--- src/rtl/phr_pkg.sv ---
// Package: shared types and constants for the pixel hue rotator.
package phr_pkg;

  // Fixed-point formats
  localparam int HUE_FRAC_BITS = 8;
  localparam int SAT_FRAC_BITS = 12;
  localparam int HUE_W         = 17;                      // holds 0 .. 360*2^F - 1
  localparam int HUE_FULL      = 360 << HUE_FRAC_BITS;
  localparam int SECT_W        = 60 << HUE_FRAC_BITS;
  localparam int SECT_BITS     = 14;                      // holds 0 .. SECT_W
  localparam int HNUM_W        = 25;                      // 60*num*2^F, num < 6*256
  localparam int SNUM_W        = 20;                      // delta * 2^12
  localparam int QUO_W         = 17;                      // quotient bits of both dividers

  // floor(v/60) = (v*RECIP60) >> RECIP_SH, exact for v < 2^14
  localparam int RECIP60  = 17477;
  localparam int RECIP_SH = 20;

  localparam int QUEUE_DEPTH = 4;

  // Data that rides along with the hue division
  typedef struct packed {
    logic       bypass;
    logic [7:0] red;
    logic [7:0] green;
    logic [7:0] blue;
    logic [8:0] sum;
    logic [7:0] span;
    logic [8:0] offset;
  } side_t;

  // One classified pixel word in the queue
  typedef struct packed {
    side_t             side;
    logic [7:0]        alpha;
    logic [HNUM_W-1:0] hue_num;
    logic [7:0]        hue_den;
    logic [SNUM_W-1:0] sat_num;
    logic [7:0]        sat_den;
  } entry_t;

endpackage

--- src/rtl/phr_front.sv ---
// Front end: classifies a pixel and prepares the hue and saturation divisions.
module phr_front (
  input  logic                [7:0] red,
  input  logic                [7:0] green,
  input  logic                [7:0] blue,
  input  logic                [7:0] alpha,
  input  logic                [8:0] hue_offset,
  output phr_pkg::entry_t           entry
);

  logic [7:0]  mx;
  logic [7:0]  mn;
  logic [7:0]  delta;
  logic [8:0]  sum;
  logic [7:0]  span;
  logic [8:0]  off;
  logic [10:0] num;
  logic        gray;

  // offset reduced modulo 360
  assign off = (hue_offset >= 9'd360) ? hue_offset - 9'd360 : hue_offset;

  // max, min, lightness terms
  always_comb begin
    mx = (red > green) ? red : green;
    if (blue > mx) mx = blue;
    mn = (red < green) ? red : green;
    if (blue < mn) mn = blue;
  end

  assign delta = mx - mn;
  assign sum   = {1'b0, mx} + {1'b0, mn};
  assign span  = (sum > 9'd255) ? 8'(9'd510 - sum) : sum[7:0];
  assign gray  = (delta == 8'd0);

  // hue numerator in units of delta per sector
  always_comb begin
    if (red == mx) begin
      if (green >= blue) num = 11'(green) - 11'(blue);
      else num = 11'(6) * 11'(delta) + 11'(green) - 11'(blue);
    end else if (green == mx) begin
      num = 11'(2) * 11'(delta) + 11'(blue) - 11'(red);
    end else begin
      num = 11'(4) * 11'(delta) + 11'(red) - 11'(green);
    end
  end

  // gray pixels divide zero by one
  always_comb begin
    entry.side.bypass = (off == 9'd0);
    entry.side.red    = red;
    entry.side.green  = green;
    entry.side.blue   = blue;
    entry.side.sum    = sum;
    entry.side.span   = span;
    entry.side.offset = off;
    entry.alpha       = alpha;
    entry.hue_num     = gray ? '0 :
                        (phr_pkg::HNUM_W'(num) * phr_pkg::HNUM_W'(60))
                          << phr_pkg::HUE_FRAC_BITS;
    entry.hue_den     = gray ? 8'd1 : delta;
    entry.sat_num     = gray ? '0 :
                        phr_pkg::SNUM_W'(delta) << phr_pkg::SAT_FRAC_BITS;
    entry.sat_den     = gray ? 8'd1 : span;
  end

endmodule

--- src/rtl/phr_queue.sv ---
// Short queue of classified pixel words between front and back.
module phr_queue #(
  parameter int DEPTH = phr_pkg::QUEUE_DEPTH
) (
  input  logic            clk,
  input  logic            rst_n,
  input  logic            push,
  input  phr_pkg::entry_t wr_data,
  output logic            full,
  input  logic            pop,
  output logic            not_empty,
  output phr_pkg::entry_t rd_data
);

  localparam int PW = (DEPTH > 1) ? $clog2(DEPTH) : 1;
  localparam int CW = $clog2(DEPTH + 1);

  phr_pkg::entry_t mem [DEPTH];
  logic [PW-1:0]   wr_ptr_r;
  logic [PW-1:0]   rd_ptr_r;
  logic [CW-1:0]   count_r;

  assign full      = (count_r == CW'(DEPTH));
  assign not_empty = (count_r != '0);
  assign rd_data   = mem[rd_ptr_r];

  // storage
  always_ff @(posedge clk) begin
    if (push) mem[wr_ptr_r] <= wr_data;
  end

  // pointers and fill count
  always_ff @(posedge clk) begin
    if (!rst_n) begin
      wr_ptr_r <= '0;
      rd_ptr_r <= '0;
      count_r  <= '0;
    end else begin
      if (push) wr_ptr_r <= (wr_ptr_r == PW'(DEPTH - 1)) ? '0 : wr_ptr_r + 1'b1;
      if (pop)  rd_ptr_r <= (rd_ptr_r == PW'(DEPTH - 1)) ? '0 : rd_ptr_r + 1'b1;
      if (push && !pop) count_r <= count_r + 1'b1;
      else if (pop && !push) count_r <= count_r - 1'b1;
    end
  end

  a_count_range: assert property (@(posedge clk) disable iff (!rst_n)
    count_r <= CW'(DEPTH)) else $error("queue count over depth");

  a_count_track: assert property (@(posedge clk) disable iff (!rst_n)
    (push && !pop) |=> count_r == $past(count_r) + 1'b1)
    else $error("queue count missed a push");

  a_no_pop_empty: assert property (@(posedge clk) disable iff (!rst_n)
    pop |-> not_empty) else $error("queue popped while empty");

  a_reset_empty: assert property (@(posedge clk)
    !rst_n |=> count_r == '0) else $error("queue not empty after reset");

endmodule

--- src/rtl/phr_div.sv ---
// Pipelined restoring divider, one quotient bit per stage, with side data.
module phr_div #(
  parameter int NW = 25,
  parameter int DW = 8,
  parameter int QW = 17,
  parameter int SW = 8
) (
  input  logic          clk,
  input  logic          rst_n,
  input  logic          en,
  input  logic          in_valid,
  input  logic [NW-1:0] num,
  input  logic [DW-1:0] den,
  input  logic [SW-1:0] side_in,
  output logic          out_valid,
  output logic [QW-1:0] quo,
  output logic [SW-1:0] side_out
);

  localparam int XW = NW + QW + DW;

  for (genvar i = 0; i < QW; i++) begin : g_stage
    localparam int J = QW - 1 - i;
    logic          pv;
    logic [NW-1:0] prem;
    logic [DW-1:0] pden;
    logic [QW-1:0] pquo;
    logic [SW-1:0] pside;
    logic [XW-1:0] dsh;
    logic          ge;
    logic          v_r;
    logic [NW-1:0] rem_r;
    logic [DW-1:0] den_r;
    logic [QW-1:0] quo_r;
    logic [SW-1:0] side_r;

    if (i == 0) begin : g_first
      assign pv    = in_valid;
      assign prem  = num;
      assign pden  = den;
      assign pquo  = '0;
      assign pside = side_in;
    end else begin : g_next
      assign pv    = g_stage[i-1].v_r;
      assign prem  = g_stage[i-1].rem_r;
      assign pden  = g_stage[i-1].den_r;
      assign pquo  = g_stage[i-1].quo_r;
      assign pside = g_stage[i-1].side_r;
    end

    // trial subtract of the divisor shifted to this bit
    assign dsh = XW'(pden) << J;
    assign ge  = (XW'(prem) >= dsh);

    always_ff @(posedge clk) begin
      if (!rst_n) begin
        v_r <= 1'b0;
      end else if (en) begin
        v_r <= pv;
      end
    end

    always_ff @(posedge clk) begin
      if (en) begin
        rem_r  <= ge ? prem - NW'(dsh) : prem;
        den_r  <= pden;
        quo_r  <= pquo | (QW'(ge) << J);
        side_r <= pside;
      end
    end
  end

  assign out_valid = g_stage[QW-1].v_r;
  assign quo       = g_stage[QW-1].quo_r;
  assign side_out  = g_stage[QW-1].side_r;

endmodule

--- src/rtl/phr_back.sv ---
// Back end: divisions, hue rotation, HSL to RGB and the output register.
module phr_back (
  input  logic            clk,
  input  logic            rst_n,
  input  logic            q_valid,
  input  phr_pkg::entry_t q_data,
  output logic            q_pop,
  output logic            out_valid,
  input  logic            out_ready,
  output logic [7:0]      out_red,
  output logic [7:0]      out_green,
  output logic [7:0]      out_blue,
  output logic [7:0]      out_alpha
);

  localparam int HW = phr_pkg::HUE_W;
  localparam int QW = phr_pkg::QUO_W;
  localparam int FW = phr_pkg::SECT_BITS;
  localparam int SIDE_W = $bits(phr_pkg::side_t);

  typedef struct packed {
    phr_pkg::side_t side;
    logic [7:0]     alpha;
    logic [7:0]     chroma;
  } carry_t;

  logic adv;
  assign adv   = !out_valid || out_ready;
  assign q_pop = adv && q_valid;

  // divisions
  logic              hv, sv;
  logic [QW-1:0]     hq, sq;
  logic [SIDE_W-1:0] hside;
  logic [7:0]        salpha;

  phr_div #(.NW(phr_pkg::HNUM_W), .DW(8), .QW(QW), .SW(SIDE_W)) u_hdiv (
    .clk, .rst_n, .en(adv), .in_valid(q_valid),
    .num(q_data.hue_num), .den(q_data.hue_den), .side_in(q_data.side),
    .out_valid(hv), .quo(hq), .side_out(hside)
  );

  phr_div #(.NW(phr_pkg::SNUM_W), .DW(8), .QW(QW), .SW(8)) u_sdiv (
    .clk, .rst_n, .en(adv), .in_valid(q_valid),
    .num(q_data.sat_num), .den(q_data.sat_den), .side_in(q_data.alpha),
    .out_valid(sv), .quo(sq), .side_out(salpha)
  );

  // stage A: rotate hue, chroma = d*s
  phr_pkg::side_t sd;
  logic [HW-1:0]  hcl;
  logic [HW:0]    hsum;
  logic [20:0]    cprod;
  logic           a_v_r;
  carry_t         a_c_r;
  logic [HW-1:0]  a_h_r;

  assign sd    = hside;
  assign hcl   = (hq >= QW'(phr_pkg::HUE_FULL)) ? HW'(phr_pkg::HUE_FULL - 1) : HW'(hq);
  assign hsum  = (HW+1)'(hcl) + ((HW+1)'(sd.offset) << phr_pkg::HUE_FRAC_BITS);
  assign cprod = 21'(sd.span) * 21'(sq[12:0]);

  always_ff @(posedge clk) begin
    if (!rst_n) a_v_r <= 1'b0;
    else if (adv) a_v_r <= hv && sv;
  end

  always_ff @(posedge clk) begin
    if (adv) begin
      a_c_r.side   <= sd;
      a_c_r.alpha  <= salpha;
      a_c_r.chroma <= cprod[phr_pkg::SAT_FRAC_BITS +: 8];
      a_h_r        <= (hsum >= (HW+1)'(phr_pkg::HUE_FULL)) ?
                      HW'(hsum - (HW+1)'(phr_pkg::HUE_FULL)) : HW'(hsum);
    end
  end

  // stage B: sector and offset inside it
  logic [2:0]    sect;
  logic [HW-1:0] base;
  logic          b_v_r;
  carry_t        b_c_r;
  logic [2:0]    b_k_r;
  logic [FW-1:0] b_f_r;

  always_comb begin
    sect = 3'd0;
    base = '0;
    for (int i = 1; i < 6; i++) begin
      if (a_h_r >= HW'(i * phr_pkg::SECT_W)) begin
        sect = 3'(i);
        base = HW'(i * phr_pkg::SECT_W);
      end
    end
  end

  always_ff @(posedge clk) begin
    if (!rst_n) b_v_r <= 1'b0;
    else if (adv) b_v_r <= a_v_r;
  end

  always_ff @(posedge clk) begin
    if (adv) begin
      b_c_r <= a_c_r;
      b_k_r <= sect;
      b_f_r <= FW'(a_h_r - base);
    end
  end

  // stage C: C*f or C*(W-f)
  logic [FW-1:0]   fsel;
  logic            c_v_r;
  carry_t          c_c_r;
  logic [2:0]      c_k_r;
  logic [FW+7:0]   c_p_r;

  assign fsel = b_k_r[0] ? FW'(phr_pkg::SECT_W) - b_f_r : b_f_r;

  always_ff @(posedge clk) begin
    if (!rst_n) c_v_r <= 1'b0;
    else if (adv) c_v_r <= b_v_r;
  end

  always_ff @(posedge clk) begin
    if (adv) begin
      c_c_r <= b_c_r;
      c_k_r <= b_k_r;
      c_p_r <= (FW+8)'(b_c_r.chroma) * (FW+8)'(fsel);
    end
  end

  // stage D: divide by W as shift then reciprocal of 60
  logic [FW-1:0] pv;
  logic [28:0]   xprod;
  logic          d_v_r;
  carry_t        d_c_r;
  logic [2:0]    d_k_r;
  logic [7:0]    d_x_r;

  assign pv    = c_p_r[phr_pkg::HUE_FRAC_BITS +: FW];
  assign xprod = 29'(pv) * 29'(phr_pkg::RECIP60);

  always_ff @(posedge clk) begin
    if (!rst_n) d_v_r <= 1'b0;
    else if (adv) d_v_r <= c_v_r;
  end

  always_ff @(posedge clk) begin
    if (adv) begin
      d_c_r <= c_c_r;
      d_k_r <= c_k_r;
      d_x_r <= xprod[phr_pkg::RECIP_SH +: 8];
    end
  end

  // stage E: channels, sector order, output register
  logic [8:0] m2;
  logic [9:0] cm, xm;
  logic [7:0] cv, xv, mv;
  logic [7:0] ro, go, bo;

  assign m2 = d_c_r.side.sum - 9'(d_c_r.chroma);
  assign cm = 10'(d_c_r.side.sum) + 10'(d_c_r.chroma);
  assign xm = {1'b0, d_x_r, 1'b0} + 10'(m2);
  assign cv = cm[8:1];
  assign xv = xm[8:1];
  assign mv = m2[8:1];

  always_comb begin
    case (d_k_r)
      3'd0:    begin ro = cv; go = xv; bo = mv; end
      3'd1:    begin ro = xv; go = cv; bo = mv; end
      3'd2:    begin ro = mv; go = cv; bo = xv; end
      3'd3:    begin ro = mv; go = xv; bo = cv; end
      3'd4:    begin ro = xv; go = mv; bo = cv; end
      default: begin ro = cv; go = mv; bo = xv; end
    endcase
  end

  always_ff @(posedge clk) begin
    if (!rst_n) out_valid <= 1'b0;
    else if (adv) out_valid <= d_v_r;
  end

  always_ff @(posedge clk) begin
    if (adv) begin
      out_alpha <= d_c_r.alpha;
      out_red   <= d_c_r.side.bypass ? d_c_r.side.red   : ro;
      out_green <= d_c_r.side.bypass ? d_c_r.side.green : go;
      out_blue  <= d_c_r.side.bypass ? d_c_r.side.blue  : bo;
    end
  end

  a_div_aligned: assert property (@(posedge clk) disable iff (!rst_n)
    hv == sv) else $error("divider pipelines out of step");

  a_pop_moves: assert property (@(posedge clk) disable iff (!rst_n)
    q_pop |-> adv) else $error("queue popped while back end stalled");

  a_stall_holds: assert property (@(posedge clk) disable iff (!rst_n)
    !adv |=> $stable(d_v_r) && $stable(a_v_r))
    else $error("pipeline moved while stalled");

endmodule

--- src/rtl/pixel_hue_rotator.sv ---
// Top level: HSL hue rotation of RGBA8888 pixel words.
// Path: the queue, then 17 divider stages, 4 conversion stages
//   and 1 output register; the dividers are fully pipelined.
// Throughput: one pixel word per cycle without output stalls, set by the dividers.
// A 4-word queue between classifier and pipeline decouples the two sides.
// Reset (rst_n, synchronous) empties queue and pipeline and clears hue_offset.
module pixel_hue_rotator #(
  parameter int QUEUE_DEPTH = phr_pkg::QUEUE_DEPTH
) (
  input  logic       clk,
  input  logic       rst_n,
  input  logic       in_valid,
  output logic       in_ready,
  input  logic [7:0] in_red,
  input  logic [7:0] in_green,
  input  logic [7:0] in_blue,
  input  logic [7:0] in_alpha,
  output logic       out_valid,
  input  logic       out_ready,
  output logic [7:0] out_red,
  output logic [7:0] out_green,
  output logic [7:0] out_blue,
  output logic [7:0] out_alpha,
  input  logic       cfg_wr_en,
  input  logic [8:0] cfg_wr_data
);

  logic [8:0]      hue_offset_r;
  phr_pkg::entry_t fr_entry;
  phr_pkg::entry_t q_data;
  logic            q_full, q_valid, q_pop, push;

  // configuration register
  always_ff @(posedge clk) begin
    if (!rst_n) hue_offset_r <= '0;
    else if (cfg_wr_en) hue_offset_r <= cfg_wr_data;
  end

  assign in_ready = !q_full;
  assign push     = in_valid && in_ready;

  phr_front u_front (
    .red(in_red), .green(in_green), .blue(in_blue), .alpha(in_alpha),
    .hue_offset(hue_offset_r), .entry(fr_entry)
  );

  phr_queue #(.DEPTH(QUEUE_DEPTH)) u_queue (
    .clk, .rst_n, .push, .wr_data(fr_entry), .full(q_full),
    .pop(q_pop), .not_empty(q_valid), .rd_data(q_data)
  );

  phr_back u_back (
    .clk, .rst_n, .q_valid, .q_data, .q_pop,
    .out_valid, .out_ready, .out_red, .out_green, .out_blue, .out_alpha
  );

endmodule

--- config.mk ---
export PLATFORM = sky130hd
export DESIGN_NAME = pixel_hue_rotator
export DESIGN_NICKNAME = d
export VERILOG_FILES = /design/src/rtl/phr_pkg.sv /design/src/rtl/phr_front.sv /design/src/rtl/phr_queue.sv /design/src/rtl/phr_div.sv /design/src/rtl/phr_back.sv /design/src/rtl/pixel_hue_rotator.sv
export SDC_FILE = /design/constraint.sdc
export NUM_CORES = 2
export LEC_CHECK = 0
export ABC_AREA = 1
export BUFFER_PORTS_ARGS = -buffer_cell sky130_fd_sc_hd__buf_2
export CELL_PAD_IN_SITES_DETAIL_PLACEMENT = 0
export CELL_PAD_IN_SITES_GLOBAL_PLACEMENT = 1
export CORE_MARGIN = 4
export CORE_UTILIZATION = 50
export CTS_BUF_LIST = sky130_fd_sc_hd__clkbuf_8
export CTS_CLUSTER_SIZE = 25
export DETAILED_ROUTE_END_ITERATION = 7
export PLACE_DENSITY_LB_ADDON = 0.05
export SLEW_MARGIN = 20
export SYNTH_ARGS = -nofsm -noshare
export SYNTH_HDL_FRONTEND = slang
export SYNTH_SLANG_ARGS = --single-unit
--- constraint.sdc ---
create_clock -name clk -period 82.2 [get_ports clk]
set_clock_uncertainty 0.2 [all_clocks]
set_input_delay 8.22 -clock clk [delete_from_list [all_inputs] [get_ports clk]]
set_output_delay 8.22 -clock clk [all_outputs]
set_load 0.01 [all_outputs]
==> metrics.csv <==
stage,metric,value,unit
outcome,status,"finished, final reports clean",
flow_run,maxcap violations,0,
logic_synthesis,"top cells by area, synth","edfxtp_1, ha_1, nand2_1, fa_1, inv_1",
worst_setup_path,worst-path fanout max,28,
logic_synthesis,register area share after synthesis,67.2,%
logic_synthesis,most frequent cell after synthesis,edfxtp_1,
logic_synthesis,cell taking the most area after synthesis,edfxtp_1,
logic_synthesis,top_reg_cell synth,edfxtp_1,
worst_setup_path,CP endpoint kind,flip-flop,
floorplanning,CORE AREA,0.235,mm²
timing,Final Cycle Share,22.1,%
clocking,clock sink count,2653,
grt,initial antenna violation count,7,
place,IO buf count,79,
final_layout,NumNets Final,10343,
place,gpl congestion,0.862,
logic_synthesis,Mapped Nets,9925,
routing,vias per inst,5.03,
logic_synthesis,Post-Synth XOR/XNOR Area,3.33,%
final_layout,share of cells above drive strength 1,8.25,%
logic_synthesis,share of the synthesized area in the top cell type,66.5,%
logic_synthesis,Synthesis Warnings,0,
floorplanning,num ports,80,
clocking,CTS tree,built,
floorplanning,Die Ht,494,µm
clocking,H-tree lvl count,5,
timing,unrepaired setup endpoints after global routing,false,
timing,"Hold Vio Cnt, Final",0,
final_layout,Area growth syn-to-layout,10.3,%
worst_setup_path,Critical Path Start Type,primary input,
clocking,cts hold-fix bufs,0,
floorplanning,Starting Density,50.2,%
routing,drt first pass iters,5,
floorplanning,# rows,178,
timing,min Tclk post-route,18.18,ns
logic_synthesis,synth cell count leaders,"edfxtp_1, nand2_1, inv_1",
logic_synthesis,ys async rst share,0,%
final_layout,FILL cells,19513,
worst_setup_path,Critical Path Slowest Stage Cell,xnor2_1,
timing,final slew viol count,0,
worst_setup_path,Reg2Reg Setup Slack,74.75,ns
clocking,CTS Buf Count,434,
clocking,CTS Buffer Depth,4,
worst_setup_path,CP required,82.81,ns
logic_synthesis,Synth cell types,73,
worst_setup_path,Crit Path Class,in2reg,
grt,GRT Resource Usage Total,18.2,%
worst_setup_path,max incr delay on CP,0.76,ns
timing,Setup Viol. Count Final,0,
logic_synthesis,simple-gate area share of the yosys netlist,9.19,%
timing,Worst-Margin Slew,1.18,ns
clocking,clock root cell,clkbuf_8,
final_layout,sequential cell area,0.0793,mm²
clocking,worst-skew pair later-pin latency,1.04,ns
logic_synthesis,adder-cell area share of the yosys netlist,10.1,%
timing,relative slew slack,21.2,%
grt,Congestion Overflow GR,0,
floorplanning,area of the die,0.244,mm²
place,dpl hpwl,155000,µm
routing,WL final,223000,µm
logic_synthesis,Post-Syn Instances,9071,
routing,Vias,65173,
routing,post-route DRC violation count,0,
logic_synthesis,Synth Area in Compound Gates,5.90,%
logic_synthesis,Synth Register Bits,2653,
worst_setup_path,Buffers & Inverters on Critical Path,9,
logic_synthesis,Synth Area per Inst,13.0,µm²
worst_setup_path,"Arr. time, crit path",18.80,ns
timing,final setup TNS,0,ns
logic_synthesis,number of flops mapped to enable cells by yosys,2613,
worst_setup_path,"delay-heaviest family, CP",adder cells,
timing,Fmax,55.0,MHz
floorplanning,overall die width,494,µm
clocking,post-CTS resize count,0,
grt,pin count of the biggest net entering global routing,200,
clocking,Worst-path clk slew,0.06,ns
routing,Initial DRC Count,3607,
logic_synthesis,multiplexer share of the synthesized area,0.0361,%
clocking,postcts setup bufs,0,
grt,vias in the first global route,66285,
logic_synthesis,Mapped Area,0.118,mm²
routing,wire per inst,17.2,µm
final_layout,area taken by multi-input logic gates,0.0337,mm²
min_path,Hold Crit Class,reg2reg,
logic_synthesis,main combinational cell family by area after synthesis,adder cells,
routing,antenna-violating nets left,0,
grt,first-pass GRT wire length,354000,µm
==> cell type report <==
cell class / count / share of cell area (%)
Sequential cell: 2653 / 61.0
Inverter: 1162 / 3.36
Clock buffer: 437 / 4.63
Antenna cell: 4 / 0.00770
Tap cell: 3150 / 3.03
Multi-Input combinational cell: 5105 / 25.9
Clock inverter: 325 / 1.48
Timing Repair Buffer: 133 / 0.644
==> stage by stage <==
stage	std cells	hold WS, ns	setup WS (ns)	cell area (µm²)	utilization (%)
2_1_floorplan	9071	0.200	9.24	118000	-
3_3_place_gp	12203	0.200	63.04	122000	52.0
3_5_place_dp	12203	0.205	62.98	122000	52.0
4_1_cts	12965	0.130	64.12	130000	55.3
5_1_grt	12969	0.149	63.04	130000	55.3
6_report	12969	0.150	64.02	130000	55.3
==> registers in the layout, summed over array words and instances, names as in the netlist, 72 cells and up, named ones only <==
| signal | cells |
|---|---|
| u_back.u_hdiv.g_stage.den_r | 120 |
| u_back.u_hdiv.g_stage.quo_r | 126 |
| u_back.u_hdiv.g_stage.rem_r | 267 |
| u_back.u_hdiv.g_stage.side_r | 750 |
| u_back.u_sdiv.g_stage.den_r | 120 |
| u_back.u_sdiv.g_stage.quo_r | 72 |
| u_back.u_sdiv.g_stage.rem_r | 175 |
| u_back.u_sdiv.g_stage.side_r | 120 |
| u_queue.mem | 360 |
==> layout by cell type, fill, tap and decap left out, drive strengths merged, types with 79 or more instances in the layout <==
| cell | instances |
|---|---|
| a21oi | 426 |
| buf | 133 |
| clkbuf | 437 |
| clkinv | 166 |
| edfxtp | 2613 |
| fa | 234 |
| ha | 574 |
| inv | 1291 |
| nand2 | 1286 |
| nand3 | 232 |
| nor2 | 777 |
| nor3 | 79 |
| o21ai | 587 |
| o22ai | 83 |
| xnor2 | 190 |
| xor2 | 258 |
==> layer usage <==
metal	wire, µm	global-route usage [%]	vias to the layer above
li1	-	-	32489
met1	96800	23.4	31197
met2	111000	31.6	1026
met3	7600	2.73	459
met4	7300	6.46	2
met5	7	0	-
==> final timing paths <==
| kind | endpoint | from | cells past startpoint |
|---|---|---|---|
| hold / removal | u_back.u_hdiv.g_stage[3].side_r[26] | u_back.u_hdiv.g_stage[2].side_r[26] | 0 |
| setup reg to reg | u_back.u_sdiv.g_stage[15].quo_r[5] | u_back.out_valid | 11 |
| hold reg to reg | u_back.u_hdiv.g_stage[3].side_r[26] | u_back.u_hdiv.g_stage[2].side_r[26] | 0 |
| setup / recovery | u_queue.mem[2][60] | in_green[6] | 48 |
==> logic make-up after synthesis <==
family,count (synthesis)
AO/OA/AOI/OAI,1266
XOR/XNOR,448
adder cells (fa/ha/maj),808
buffers and inverters,1313
flip-flops,2653
multiplexers,4
AND/OR/NAND/NOR,2579
Power is left out: the tool's default activity adds up to more than one toggle a clock period on the data nets, which glitch-free logic cannot reach.
